<file path="config.mk">
export PLATFORM = sky130hd
export DESIGN_NAME = fixed_block_free_list_allocator_core
export DESIGN_NICKNAME = d
export VERILOG_FILES = /design/src/hdl/fbfl_pkg.sv /design/src/hdl/fbfl_ram.sv /design/src/hdl/fbfl_dp.sv /design/src/hdl/fbfl_ctrl.sv /design/src/hdl/fixed_block_free_list_allocator_core.sv
export SDC_FILE = /design/constraint.sdc
export NUM_CORES = 2
export LEC_CHECK = 0
export BUFFER_PORTS_ARGS = -buffer_cell sky130_fd_sc_hd__buf_2
export CORE_MARGIN = 2
export CORE_UTILIZATION = 54
export CTS_CLUSTER_SIZE = 10
export DETAILED_ROUTE_END_ITERATION = 8
export GPL_TIMING_DRIVEN = 0
export PLACE_DENSITY = 0.7
export SETUP_SLACK_MARGIN = 0.4
export SLEW_MARGIN = 25
export SYNTH_ARGS = -nofsm -noshare
export SYNTH_HDL_FRONTEND = slang
export SYNTH_SLANG_ARGS = --single-unit
</file>
<file path="constraint.sdc">
create_clock -name clk -period 44.6 [get_ports clk]
set_clock_uncertainty 0.05 [all_clocks]
set_input_delay 8.92 -clock clk [delete_from_list [all_inputs] [get_ports clk]]
set_output_delay 8.92 -clock clk [all_outputs]
set_load 0.02 [all_outputs]
</file>
<file path="src/hdl/fbfl_pkg.sv">
`timescale 1ns / 1ps

package fbfl_pkg;

  // Field widths
  localparam int CMD_W  = 2;
  localparam int IDX_W  = 8;
  localparam int CNT_W  = 9;
  localparam int BB_W   = 13;
  localparam int OFF_W  = 20;
  localparam int ST_W   = 2;
  localparam int CFG_AW = 1;
  localparam int CFG_DW = 13;

  // Default geometry
  localparam int MAX_BLOCKS_DEF = 256;
  localparam int WORD_BYTES_DEF = 8;

  // Reset values of the configuration registers
  localparam logic [CNT_W-1:0] BLOCKS_IN_USE_RST = CNT_W'(256);
  localparam logic [BB_W-1:0]  BLOCK_BYTES_RST   = BB_W'(8);

  // Block size rounding: size up to 8198 fits in 14 bits, quotient in 12
  localparam int EFF_W    = 14;
  localparam int Q_W      = 12;
  localparam int RECIP_SH = 17;

  typedef enum logic [CMD_W-1:0] {
    CMD_INIT  = 2'd0,
    CMD_ALLOC = 2'd1,
    CMD_FREE  = 2'd2,
    CMD_NOP   = 2'd3
  } cmd_t;

  typedef enum logic [ST_W-1:0] {
    ST_OK        = 2'd0,
    ST_EMPTY     = 2'd1,
    ST_INIT_FAIL = 2'd2
  } status_t;

  typedef enum logic [CFG_AW-1:0] {
    CFG_BLOCKS_IN_USE = 1'b0,
    CFG_BLOCK_BYTES   = 1'b1
  } cfg_reg_t;

  typedef enum logic [1:0] {
    S_IDLE,
    S_DECODE,
    S_ALLOC,
    S_INIT
  } state_t;

  // Controller to datapath
  typedef struct packed {
    logic    cfg_we;
    logic    load_item;
    logic    alloc_rd;
    logic    alloc_done;
    logic    free_done;
    logic    init_clear;
    logic    init_step;
    logic    init_done;
    logic    resp_only;
    status_t resp_status;
  } dp_cmd_t;

  // Datapath to controller
  typedef struct packed {
    cmd_t cmd;
    logic head_null;
    logic cnt_zero;
    logic init_last;
    logic out_free;
    logic settled;
  } dp_stat_t;

endpackage

</file>
<file path="src/hdl/fbfl_ram.sv">
`timescale 1ns / 1ps

module fbfl_ram #(
  parameter int WIDTH = 9,
  parameter int DEPTH = 256
) (
  input  logic                     clk,
  input  logic                     wr_en,
  input  logic [$clog2(DEPTH)-1:0] wr_addr,
  input  logic [WIDTH-1:0]         wr_data,
  input  logic                     rd_en,
  input  logic [$clog2(DEPTH)-1:0] rd_addr,
  output logic [WIDTH-1:0]         rd_data
);

  logic [WIDTH-1:0] mem_r [DEPTH];
  logic [WIDTH-1:0] rd_data_r;

  // One write port, one registered read port
  always_ff @(posedge clk) begin
    if (wr_en) begin
      mem_r[wr_addr] <= wr_data;
    end
    if (rd_en) begin
      rd_data_r <= mem_r[rd_addr];
    end
  end

  assign rd_data = rd_data_r;

endmodule

</file>
<file path="src/hdl/fbfl_dp.sv">
`timescale 1ns / 1ps

module fbfl_dp #(
  parameter int MAX_BLOCKS = fbfl_pkg::MAX_BLOCKS_DEF,
  parameter int WORD_BYTES = fbfl_pkg::WORD_BYTES_DEF
) (
  input  logic                         clk,
  input  logic                         rst_n,
  input  fbfl_pkg::dp_cmd_t            cmd_i,
  output fbfl_pkg::dp_stat_t           stat_o,
  input  logic [fbfl_pkg::CMD_W-1:0]   in_cmd,
  input  logic [fbfl_pkg::IDX_W-1:0]   in_free_index,
  input  logic                         in_free_is_null,
  input  logic [fbfl_pkg::CFG_AW-1:0]  cfg_addr,
  input  logic [fbfl_pkg::CFG_DW-1:0]  cfg_data,
  output logic                         out_valid,
  input  logic                         out_ready,
  output logic [fbfl_pkg::ST_W-1:0]    out_status,
  output logic [fbfl_pkg::IDX_W-1:0]   out_block_index,
  output logic [fbfl_pkg::OFF_W-1:0]   out_block_offset,
  output logic [fbfl_pkg::CNT_W-1:0]   out_free_count
);

  import fbfl_pkg::*;

  localparam int LW    = $clog2(MAX_BLOCKS + 1);
  localparam int AW    = $clog2(MAX_BLOCKS);
  localparam int RECIP = ((1 << RECIP_SH) + WORD_BYTES - 1) / WORD_BYTES;
  localparam logic [LW-1:0] NULL_IDX = LW'(MAX_BLOCKS);

  // Configuration
  logic [CNT_W-1:0] blocks_in_use_r;
  logic [BB_W-1:0]  block_bytes_r;
  logic [1:0]       pend_r, pend_nxt;

  // Effective block size pipeline
  logic [BB_W-1:0]  sz_c;
  logic [EFF_W-1:0] rnd_c;
  logic [31:0]      recip_prod_c;
  logic [Q_W-1:0]   q_r;
  logic [EFF_W-1:0] eff_r;

  // Current word
  cmd_t             cmd_r;
  logic [IDX_W-1:0] fidx_r;
  logic             fnull_r;

  // List state
  logic [LW-1:0]    head_r, head_nxt;
  logic [LW-1:0]    total_r, total_nxt;
  logic [LW-1:0]    ptr_r, ptr_nxt;
  logic [LW-1:0]    ptr_inc;
  logic [LW-1:0]    count_c;
  logic             init_last;
  logic             free_ok;
  logic [OFF_W-1:0] prod_r;

  // Link store
  logic             wr_en;
  logic [AW-1:0]    wr_addr;
  logic [LW-1:0]    wr_data;
  logic [LW-1:0]    rd_data;

  // Output register
  logic             out_valid_r, out_valid_nxt;
  logic             out_load;
  logic             out_free;
  status_t          status_r;
  logic [IDX_W-1:0] idx_r;
  logic [OFF_W-1:0] off_r;
  logic [CNT_W-1:0] fcnt_r;

  // Config registers and settle counter for the size pipeline
  always_comb begin
    pend_nxt = pend_r;
    if (cmd_i.cfg_we) begin
      pend_nxt = 2'd2;
    end else if (pend_r != 2'd0) begin
      pend_nxt = pend_r - 2'd1;
    end
  end

  always_ff @(posedge clk) begin
    if (!rst_n) begin
      blocks_in_use_r <= BLOCKS_IN_USE_RST;
      block_bytes_r   <= BLOCK_BYTES_RST;
      pend_r          <= 2'd2;
    end else begin
      pend_r <= pend_nxt;
      if (cmd_i.cfg_we && cfg_addr == CFG_BLOCKS_IN_USE) begin
        blocks_in_use_r <= cfg_data[CNT_W-1:0];
      end
      if (cmd_i.cfg_we && cfg_addr == CFG_BLOCK_BYTES) begin
        block_bytes_r <= cfg_data[BB_W-1:0];
      end
    end
  end

  // Size = max(bytes, word) rounded up to a word, via reciprocal multiply
  assign sz_c  = (block_bytes_r < BB_W'(WORD_BYTES)) ? BB_W'(WORD_BYTES) : block_bytes_r;
  assign rnd_c = EFF_W'(sz_c) + EFF_W'(WORD_BYTES - 1);
  assign recip_prod_c = 32'(rnd_c) * 32'(RECIP);

  always_ff @(posedge clk) begin
    q_r   <= Q_W'(recip_prod_c >> RECIP_SH);
    eff_r <= EFF_W'(32'(q_r) * 32'(WORD_BYTES));
  end

  // Capture the accepted word
  always_ff @(posedge clk) begin
    if (cmd_i.load_item) begin
      cmd_r   <= cmd_t'(in_cmd);
      fidx_r  <= in_free_index;
      fnull_r <= in_free_is_null;
    end
  end

  // Clamped init count and walk pointer
  always_comb begin
    if (int'(blocks_in_use_r) > MAX_BLOCKS) begin
      count_c = NULL_IDX;
    end else begin
      count_c = LW'(blocks_in_use_r);
    end
  end

  assign ptr_inc   = ptr_r + LW'(1);
  assign init_last = (ptr_inc == count_c);
  assign free_ok   = !fnull_r && (int'(fidx_r) < MAX_BLOCKS);

  // Link store port muxing
  assign wr_en   = cmd_i.init_step | (cmd_i.free_done & free_ok);
  assign wr_addr = cmd_i.init_step ? AW'(ptr_r) : AW'(fidx_r);
  assign wr_data = cmd_i.init_step ? (init_last ? NULL_IDX : ptr_inc) : head_r;

  fbfl_ram #(
    .WIDTH (LW),
    .DEPTH (MAX_BLOCKS)
  ) u_link (
    .clk     (clk),
    .wr_en   (wr_en),
    .wr_addr (wr_addr),
    .wr_data (wr_data),
    .rd_en   (cmd_i.alloc_rd),
    .rd_addr (AW'(head_r)),
    .rd_data (rd_data)
  );

  // Head, free count and walk pointer updates
  always_comb begin
    head_nxt  = head_r;
    total_nxt = total_r;
    ptr_nxt   = ptr_r;
    if (cmd_i.alloc_done) begin
      head_nxt = rd_data;
      if (total_r != '0) begin
        total_nxt = total_r - LW'(1);
      end
    end
    if (cmd_i.free_done && free_ok) begin
      head_nxt = LW'(fidx_r);
      if (total_r < NULL_IDX) begin
        total_nxt = total_r + LW'(1);
      end
    end
    if (cmd_i.init_done) begin
      head_nxt  = '0;
      total_nxt = count_c;
    end
    if (cmd_i.init_clear) begin
      ptr_nxt = '0;
    end else if (cmd_i.init_step && !init_last) begin
      ptr_nxt = ptr_inc;
    end
  end

  always_ff @(posedge clk) begin
    if (!rst_n) begin
      head_r  <= NULL_IDX;
      total_r <= '0;
      ptr_r   <= '0;
    end else begin
      head_r  <= head_nxt;
      total_r <= total_nxt;
      ptr_r   <= ptr_nxt;
    end
  end

  // Offset product, taken while the link read is in flight
  always_ff @(posedge clk) begin
    if (cmd_i.alloc_rd) begin
      prod_r <= OFF_W'(head_r) * OFF_W'(eff_r);
    end
  end

  // Output register
  assign out_load = cmd_i.alloc_done | cmd_i.free_done | cmd_i.init_done | cmd_i.resp_only;
  assign out_free = !out_valid_r || out_ready;

  always_comb begin
    out_valid_nxt = out_valid_r;
    if (out_load) begin
      out_valid_nxt = 1'b1;
    end else if (out_ready) begin
      out_valid_nxt = 1'b0;
    end
  end

  always_ff @(posedge clk) begin
    if (!rst_n) begin
      out_valid_r <= 1'b0;
    end else begin
      out_valid_r <= out_valid_nxt;
    end
  end

  always_ff @(posedge clk) begin
    if (out_load) begin
      status_r <= cmd_i.resp_only ? cmd_i.resp_status : ST_OK;
      idx_r    <= cmd_i.alloc_done ? IDX_W'(head_r) : '0;
      off_r    <= cmd_i.alloc_done ? (OFF_W'(WORD_BYTES) + prod_r) : '0;
      fcnt_r   <= CNT_W'(total_nxt);
    end
  end

  assign out_valid        = out_valid_r;
  assign out_status       = status_r;
  assign out_block_index  = idx_r;
  assign out_block_offset = off_r;
  assign out_free_count   = fcnt_r;

  // Status to the controller
  assign stat_o.cmd       = cmd_r;
  assign stat_o.head_null = (head_r >= NULL_IDX);
  assign stat_o.cnt_zero  = (count_c == '0);
  assign stat_o.init_last = init_last;
  assign stat_o.out_free  = out_free;
  assign stat_o.settled   = (pend_r == 2'd0);

endmodule

</file>
<file path="src/hdl/fbfl_ctrl.sv">
`timescale 1ns / 1ps

module fbfl_ctrl (
  input  logic               clk,
  input  logic               rst_n,
  input  logic               in_valid,
  output logic               in_ready,
  input  logic               cfg_valid,
  output logic               cfg_ready,
  input  fbfl_pkg::dp_stat_t stat_i,
  output fbfl_pkg::dp_cmd_t  cmd_o
);

  import fbfl_pkg::*;

  state_t state_r, state_nxt;
  logic   in_fire;

  // Config has priority so the two channels never fire together
  assign cfg_ready = (state_r == S_IDLE);
  assign in_ready  = (state_r == S_IDLE) && stat_i.settled && !cfg_valid;
  assign in_fire   = in_valid && in_ready;

  // Next state
  always_comb begin
    state_nxt = state_r;
    unique case (state_r)
      S_IDLE: begin
        if (in_fire) begin
          state_nxt = S_DECODE;
        end
      end
      S_DECODE: begin
        unique case (stat_i.cmd)
          CMD_INIT: begin
            if (!stat_i.cnt_zero) begin
              state_nxt = S_INIT;
            end else if (stat_i.out_free) begin
              state_nxt = S_IDLE;
            end
          end
          CMD_ALLOC: begin
            if (!stat_i.head_null) begin
              state_nxt = S_ALLOC;
            end else if (stat_i.out_free) begin
              state_nxt = S_IDLE;
            end
          end
          CMD_FREE, CMD_NOP: begin
            if (stat_i.out_free) begin
              state_nxt = S_IDLE;
            end
          end
        endcase
      end
      S_ALLOC: begin
        if (stat_i.out_free) begin
          state_nxt = S_IDLE;
        end
      end
      S_INIT: begin
        if (stat_i.init_last && stat_i.out_free) begin
          state_nxt = S_IDLE;
        end
      end
    endcase
  end

  always_ff @(posedge clk) begin
    if (!rst_n) begin
      state_r <= S_IDLE;
    end else begin
      state_r <= state_nxt;
    end
  end

  // Datapath commands; every commit waits for a free output register
  always_comb begin
    cmd_o.cfg_we      = cfg_valid && cfg_ready;
    cmd_o.load_item   = in_fire;
    cmd_o.alloc_rd    = 1'b0;
    cmd_o.alloc_done  = 1'b0;
    cmd_o.free_done   = 1'b0;
    cmd_o.init_clear  = 1'b0;
    cmd_o.init_step   = 1'b0;
    cmd_o.init_done   = 1'b0;
    cmd_o.resp_only   = 1'b0;
    cmd_o.resp_status = ST_OK;
    unique case (state_r)
      S_IDLE: begin
      end
      S_DECODE: begin
        unique case (stat_i.cmd)
          CMD_INIT: begin
            if (!stat_i.cnt_zero) begin
              cmd_o.init_clear = 1'b1;
            end else begin
              cmd_o.resp_only   = stat_i.out_free;
              cmd_o.resp_status = ST_INIT_FAIL;
            end
          end
          CMD_ALLOC: begin
            if (!stat_i.head_null) begin
              cmd_o.alloc_rd = 1'b1;
            end else begin
              cmd_o.resp_only   = stat_i.out_free;
              cmd_o.resp_status = ST_EMPTY;
            end
          end
          CMD_FREE: begin
            cmd_o.free_done = stat_i.out_free;
          end
          CMD_NOP: begin
            cmd_o.resp_only = stat_i.out_free;
          end
        endcase
      end
      S_ALLOC: begin
        cmd_o.alloc_done = stat_i.out_free;
      end
      S_INIT: begin
        cmd_o.init_step = 1'b1;
        cmd_o.init_done = stat_i.init_last && stat_i.out_free;
      end
    endcase
  end

endmodule

</file>
<file path="src/hdl/fixed_block_free_list_allocator_core.sv">
`timescale 1ns / 1ps

// Fixed-size block allocator over a linked free list.
// Input channel (in_valid/in_ready): one command word, in_cmd init, allocate,
// free or no-op, with in_free_index and in_free_is_null for a free.
// Output channel (out_valid/out_ready): exactly one result word per command:
// status, allocated index and byte offset, and the free count afterwards.
// Config channel (cfg_valid/cfg_ready): cfg_addr 0 sets blocks_in_use,
// cfg_addr 1 sets block_bytes; written between commands only.
// Steps per command, accept to result: free and no-op commit in decode;
// allocate does a registered read of the link memory, then the head update;
// a failed allocate or failed init answers from decode; init writes the link
// memory once per block. The block takes one command at a time; in_ready
// returns in the cycle after the result is loaded, so the result register
// and a new command overlap. A stalled receiver holds the result register;
// the next command's commit waits until it drains. After reset and after
// each config write, in_ready stays low while the block size pipeline settles.
// Reset empties the list (head null, count zero); the link memory is not
// cleared and is only meaningful after init or free.

module fixed_block_free_list_allocator_core #(
  parameter int MAX_BLOCKS = fbfl_pkg::MAX_BLOCKS_DEF,
  parameter int WORD_BYTES = fbfl_pkg::WORD_BYTES_DEF
) (
  input  logic                        clk,
  input  logic                        rst_n,
  input  logic                        in_valid,
  output logic                        in_ready,
  input  logic [fbfl_pkg::CMD_W-1:0]  in_cmd,
  input  logic [fbfl_pkg::IDX_W-1:0]  in_free_index,
  input  logic                        in_free_is_null,
  output logic                        out_valid,
  input  logic                        out_ready,
  output logic [fbfl_pkg::ST_W-1:0]   out_status,
  output logic [fbfl_pkg::IDX_W-1:0]  out_block_index,
  output logic [fbfl_pkg::OFF_W-1:0]  out_block_offset,
  output logic [fbfl_pkg::CNT_W-1:0]  out_free_count,
  input  logic                        cfg_valid,
  output logic                        cfg_ready,
  input  logic [fbfl_pkg::CFG_AW-1:0] cfg_addr,
  input  logic [fbfl_pkg::CFG_DW-1:0] cfg_data
);

  import fbfl_pkg::*;

  dp_cmd_t  dp_cmd;
  dp_stat_t dp_stat;

  fbfl_ctrl u_ctrl (
    .clk       (clk),
    .rst_n     (rst_n),
    .in_valid  (in_valid),
    .in_ready  (in_ready),
    .cfg_valid (cfg_valid),
    .cfg_ready (cfg_ready),
    .stat_i    (dp_stat),
    .cmd_o     (dp_cmd)
  );

  fbfl_dp #(
    .MAX_BLOCKS (MAX_BLOCKS),
    .WORD_BYTES (WORD_BYTES)
  ) u_dp (
    .clk              (clk),
    .rst_n            (rst_n),
    .cmd_i            (dp_cmd),
    .stat_o           (dp_stat),
    .in_cmd           (in_cmd),
    .in_free_index    (in_free_index),
    .in_free_is_null  (in_free_is_null),
    .cfg_addr         (cfg_addr),
    .cfg_data         (cfg_data),
    .out_valid        (out_valid),
    .out_ready        (out_ready),
    .out_status       (out_status),
    .out_block_index  (out_block_index),
    .out_block_offset (out_block_offset),
    .out_free_count   (out_free_count)
  );

  // A command word and a config write never land on the same edge
  assert property (@(posedge clk) disable iff (!rst_n)
    !(in_valid && in_ready && cfg_valid && cfg_ready))
    else $error("command and config write accepted together");

  // At most one result commit per cycle
  assert property (@(posedge clk) disable iff (!rst_n)
    $onehot0({dp_cmd.alloc_done, dp_cmd.free_done, dp_cmd.init_done, dp_cmd.resp_only}))
    else $error("more than one commit in a cycle");

  // A commit never overwrites a result that is still waiting
  assert property (@(posedge clk) disable iff (!rst_n)
    (dp_cmd.alloc_done || dp_cmd.free_done || dp_cmd.init_done || dp_cmd.resp_only)
    |-> (!out_valid || out_ready))
    else $error("result overwritten while stalled");

  // One command in flight: ready drops right after an accept
  assert property (@(posedge clk) disable iff (!rst_n)
    (in_valid && in_ready) |=> !in_ready)
    else $error("second command accepted while busy");

endmodule

</file>
# After elaboration in Yosys (flattened, before gate mapping)
# Memories as Yosys holds them, arrays and structs flattened. A register that Yosys moved wholly into a read port is not among the register bits.
# Index checks and enable logic that the tools add are counted.
[word_totals]
reg_bits = 143
latch_bits = 0
ram_bits = 2304
romBits = 0
inputBits = 30
out_inout_bits = 42
elab_cells = 114
n_memories = 1
[mem_list]
columns = ["memory", "depth", "word_bits", "rd", "rd_ports_with_merged_regs", "wr", "line_no", "text"]
rows = [
  ["u_dp.u_link.mem_r", 256, 9, 1, 1, 1, "fbfl_ram.sv:16", "logic [WIDTH-1:0] mem_r [DEPTH];"],
]
[op_classes]
addsub = 6
mul = 1
div = 0
n_lt_le_gt_ge = 4
n_eq_ne = 9
n_shift = 0
muxes = 38
bitwise_logic = 7
reduce_logical = 29
[op_table]
columns = ["operator", "n"]
rows = [
  ["9-bit two-way mux", 11],
  ["4-bit by 20-bit adder with 20-bit output, first input constant", 1],
  ["9-bit by 1-bit adder with 9-bit output, second input constant", 2],
  ["9-bit by 11-bit multiplier with 17-bit output", 1],
  ["13-bit by 3-bit adder with 14-bit output, second input constant", 1],
  ["2-bit two-way mux", 7],
  ["13-bit by 4-bit < comparator with 1-bit output, second input constant", 1],
  ["13-bit two-way mux", 1],
  ["1-bit two-way mux", 11],
  ["9-bit == test", 1],
  ["9-bit greater-or-equal comparator, second input constant", 1],
  ["9-bit greater-than comparator, second input constant", 1],
  ["1-bit logical AND", 9],
  ["9-bit logical NOT", 1],
  ["9-bit < comparator, second input constant", 1],
  ["3-bit two-way mux", 3],
  ["9-bit nonzero test", 1],
  ["9-bit by 1-bit subtractor with 9-bit output, second input constant", 1],
  ["2-bit == test, second input constant", 4],
  ["8-bit two-way mux", 1],
  ["2-bit case mux with 4 select lines", 1],
  ["2-bit OR reduction", 4],
  ["2-bit logical NOT", 3],
  ["2-bit case mux with 3 select lines", 1],
  ["14 further kinds", 25],
]

# Depth between registers and ports, before layout
[logic_depth]
word_depth = 10
ltp_mapped = 25
depth_no_buf = 18

# Hierarchy
# A second synthesis with hierarchy kept.
[hier_totals]
hier_cells = 5188
area_unflattened_um2 = 98552.0
[by_module_without_submodules]
columns = ["module", "instances", "cells_each", "area_each_um2", "seq_area_each_um2"]
rows = [
  ["fbfl_ram", 1, 4237, 89368.2, 69456.6],
  ["fbfl_dp", 1, 914, 8924.8, 3403.3],
  ["fbfl_ctrl", 1, 37, 259.0, 40.0],
]

# Worst setup path before layout
# OpenSTA, ideal clock, no wires.
[synth_path]
path_type = "in2out"
startpoint = "input port cfg_valid"
endpoint = "output port in_ready"
arrival_ns = 9.706
required_ns = 35.630
setup_slack_ns = 25.924
cell_stages = 1
path_buffers = 0
cell_sequence = "nor4b_1"
[synth_via]
elab_chain_cells = 2
[synth_lines]
columns = ["element", "line_no", "text"]
rows = [
  ["from (decl)", "fixed_block_free_list_allocator_core.sv:38", "input logic cfg_valid,"],
  ["1-bit logical NOT", "fbfl_ctrl.sv:21", "assign in_ready = (state_r == S_IDLE) && stat_i.settled && !cfg_valid;"],
  ["1-bit logical AND", "fbfl_ctrl.sv:21", ""],
  ["to (decl)", "fixed_block_free_list_allocator_core.sv:28", "output logic in_ready,"],
]
# No other way between the ends.

# Worst setup path in the final report
# Ends and elaborated chain as after synthesis.

==> run summary <==
- **clock slew at the register clock pins of the worst setup and hold paths** 0.05 ns
- **area share of the largest cell type after synthesis** 0.728
- **mean number of vias per cell** 6.79
- **Period Utilization, post-route** 0.417
- **gate count after technology mapping** 4908
- **total setup violations reported at the end of the flow** 0
- **IO Count** 72
- **number of buffers inserted by hold repair at cts** 0
- **area taken by flip-flops and latches** 72900 sq um
- **die extent in x** 430 microns
- **commonest non-fill, non-tap cell in the layout** edfxtp_1
- **area of the mapped netlist** 98100 sq um
- **routed wl met3** 35200 microns
- **count of flip-flops with a built-in enable after synthesis** 2377
- **fin nets** 5532
- **Ys Warns** 0
- **launching element type of the critical path** input pin
- **buffers added on ports** 68
- **total of fill cells in the finished design** 12200
- **met2 WL post-DR** 131000 microns
- **timing-limited maximum frequency** 0.0537 GHz
- **number of setup buffers added after CTS** 0
- **HP Class** reg2reg
- **Top Metal Used** met5
- **average detailed-routed wire length per instance** 36.1 microns
- **Tightest Pin Transition** 1.19 ns
- **result of the run** finished clean
- **row count** 156
- **Detailed Route Iter0 Violations** 8679
- **Post-DRT Antenna Nets** 0
- **Power Dens Cells** 41.3 nW/um^2
- **largest fanout on the critical path** 4
- **sequential element share of the synthesized area** 0.743
- **Total GRT Usage** 0.307
- **pin count of the biggest net entering global routing** 68
- **number of clock buffers inserted by TritonCTS** 298
- **TritonCTS clock tree** built
- **clock latency at the later pin of the worst-skew pair** 0.93 ns
- **area of the multi-input gates** 23800 sq um
- **antenna violations before repair** 13
- **gr ovfl total** 0
- **area enclosed by the die boundary** 185000 sq um
- **growth of design area from synthesis to finish** 13.8%
- **logic gate share of total power** 0.009
- **clock sink count** 2453
- **H-tree Lvls** 5
- **final critical delay including setup and external delays** 18.62 ns
- **dpl hpwl** 192000 microns
- **sequential group share of total power** 0.542
- **layout cells sized above 1** 0.252
- **CP endpoint kind** primary output
- **setup TNS** 0 ns
- **post-synthesis sequential element count** 2453
- **worst vdd ir** 0.0399 mV
- **CP Data Arrival Time** 9.65 ns
- **Pre-Repair DR Iteration Count** 7
- **count of endpoints failing hold in the final timing report** 0
- **total vias in the final route** 53200
- **top flip-flop cell by instance count after synthesis** edfxtp_1
- **Net Switching** 0.890 mW
- **worst endpoint required time** 35.63 ns
- **headroom to the max-slew limit** 0.208
- **portion of total power attributed to the clock network** 0.449
- **WHS** 0.259 ns
- **effective utilization at floorplan** 0.543
- **wirelength, routed** 283000 microns
- **die span in y** 430 microns
- **global-route wire length before repair** 393000 microns
- **drt drc** 0
- **cts repair resizes** 0
- **overall power of the completed layout** 4.61 mW
- **Distinct cells, synth** 75
- **cell at the root of the clock tree** clkbuf_16
- **cell taking the most area after synthesis** edfxtp_1
- **RSZ-0062 raised after global routing** false
- **area of the core** 181000 sq um
- **Pleak** 30.6 nW
- **internal portion of total power** 3.72 mW
- **max_cap viols** 0
- **GPL Wtd Cong** 0.923
- **clk buf depth** 4
- **number of pins exceeding their max-slew limit in the final report** 0
- **detailed-routing wirelength on met1** 101000 microns
- **worst setup path category** in2out
- **top area cells in the synthesized netlist** edfxtp_1, mux4_2, dfxtp_1
- **most used cells in the layout excluding fill and tap cells** edfxtp_1, mux4_2, clkbuf_16
- **Sw Ratio** 0.193
- **via count of the first global-routing pass** 52200
- **Async S/R FF share, synth** 0
- **Post-Syn Area per Cell** 20.0 sq um
==> area by class of cell <==
class	count	area share
Timing Repair Buffer	196	0.0205
Clock buffer	340	0.0697
Inverter	102	0.00343
Tap cell	2370	0.0266
Clock inverter	12	0.000740
Buffer	288	0.0129
Antenna cell	4	0.0000897
Sequential cell	2453	0.653
Multi-Input combinational cell	2067	0.213
==> kinds of logic (layout without fill, tap and decap cells) <==
| logic type | Yosys count | in the layout | share of synthesized area |
|---|---|---|---|
| XOR/XNOR | 64 | 64 | 0.00606 |
| other | 1 | 7 | 0.0000382 |
| adder cells (fa/ha/maj) | 96 | 96 | 0.0170 |
| flip-flops | 2453 | 2453 | 0.743 |
| multiplexers | 730 | 730 | 0.151 |
| buffers and inverters | 390 | 938 | 0.0181 |
| AND/OR/NAND/NOR | 765 | 765 | 0.0358 |
| AO/OA/AOI/OAI | 409 | 409 | 0.0292 |
==> Yosys cell counts, types with 35 or more instances <==
| cell type | number |
|---|---|
| nand3_1 | 36 |
| buf_2 | 63 |
| a21oi_1 | 80 |
| buf_4 | 47 |
| edfxtp_1 | 2377 |
| a22oi_1 | 57 |
| fa_1 | 62 |
| xnor2_1 | 35 |
| and2_1 | 76 |
| mux4_2 | 596 |
| o21ai_0 | 43 |
| clkbuf_1 | 150 |
| inv_1 | 102 |
| nand2_1 | 194 |
| nor2_1 | 323 |
| mux2i_1 | 118 |
| dfxtp_1 | 76 |
==> worst paths after layout <==
| check | start | endpoint | slack (ns) | depth (start not counted) |
|---|---|---|---|---|
| setup reg to reg | u_dp.head_r[2] | u_dp.prod_r[18] | 36.00 | 22 |
| hold / removal | u_dp.q_r[8] | u_dp.eff_r[11] | 0.26 | 0 |
| hold reg to reg | u_dp.q_r[8] | u_dp.eff_r[11] | 0.26 | 0 |
| setup / recovery | cfg_valid | in_ready | 25.98 | 3 |
==> stage by stage <==
step	worst slack, ns	area, sq um	util	instances
3_3_place_gp	16.39	101000	0.562	7348
3_5_place_dp	25.95	104000	0.574	7476
2_1_floorplan	25.92	98100	-	4910
5_1_grt	25.92	112000	0.618	7830
6_report	25.98	112000	0.618	7832
4_1_cts	25.94	112000	0.618	7828
==> power by group through the flow <==
stage / Sequential (mW) / Clock (mW) / Combinational (mW)
2_1_floorplan: 2.55 / 0 / 0.0214
3_3_place_gp: 2.55 / 0 / 0.0361
3_5_place_dp: 2.55 / 0 / 0.0390
4_1_cts: 2.50 / 2.08 / 0.0392
5_1_grt: 2.50 / 2.16 / 0.0420
6_report: 2.50 / 2.07 / 0.0396
==> sequential cells by signal, summed over array words and instances, names as in the netlist, 2 cells and up <==
name	cells
u_dp.u_link.mem_r	2304
u_dp.out_block_offset	17
u_dp.prod_r	17
u_dp.block_bytes_r	13
u_dp.eff_r	11
u_dp.q_r	11
u_dp.blocks_in_use_r	9
u_dp.head_r	9
u_dp.out_free_count	9
u_dp.ptr_r	9
u_dp.total_r	9
u_dp.u_link.rd_data	9
u_dp.fidx_r	8
u_dp.out_block_index	8
u_ctrl.state_r	2
u_dp.cmd_r	2
u_dp.out_status	2
u_dp.pend_r	2
==> critical path: stages <==
cell and delay [ns]:
buf_2 0.12, nor4b_1 0.36, buf_2 0.24
==> metal layers <==
metal / global-route usage / up-vias
li1: - / 20800
met1: 0.413 / 27500
met2: 0.472 / 4090
met3: 0.0818 / 726
met4: 0.144 / 16
met5: 0.00286 / -
Power figures use the tool's default switching activity.
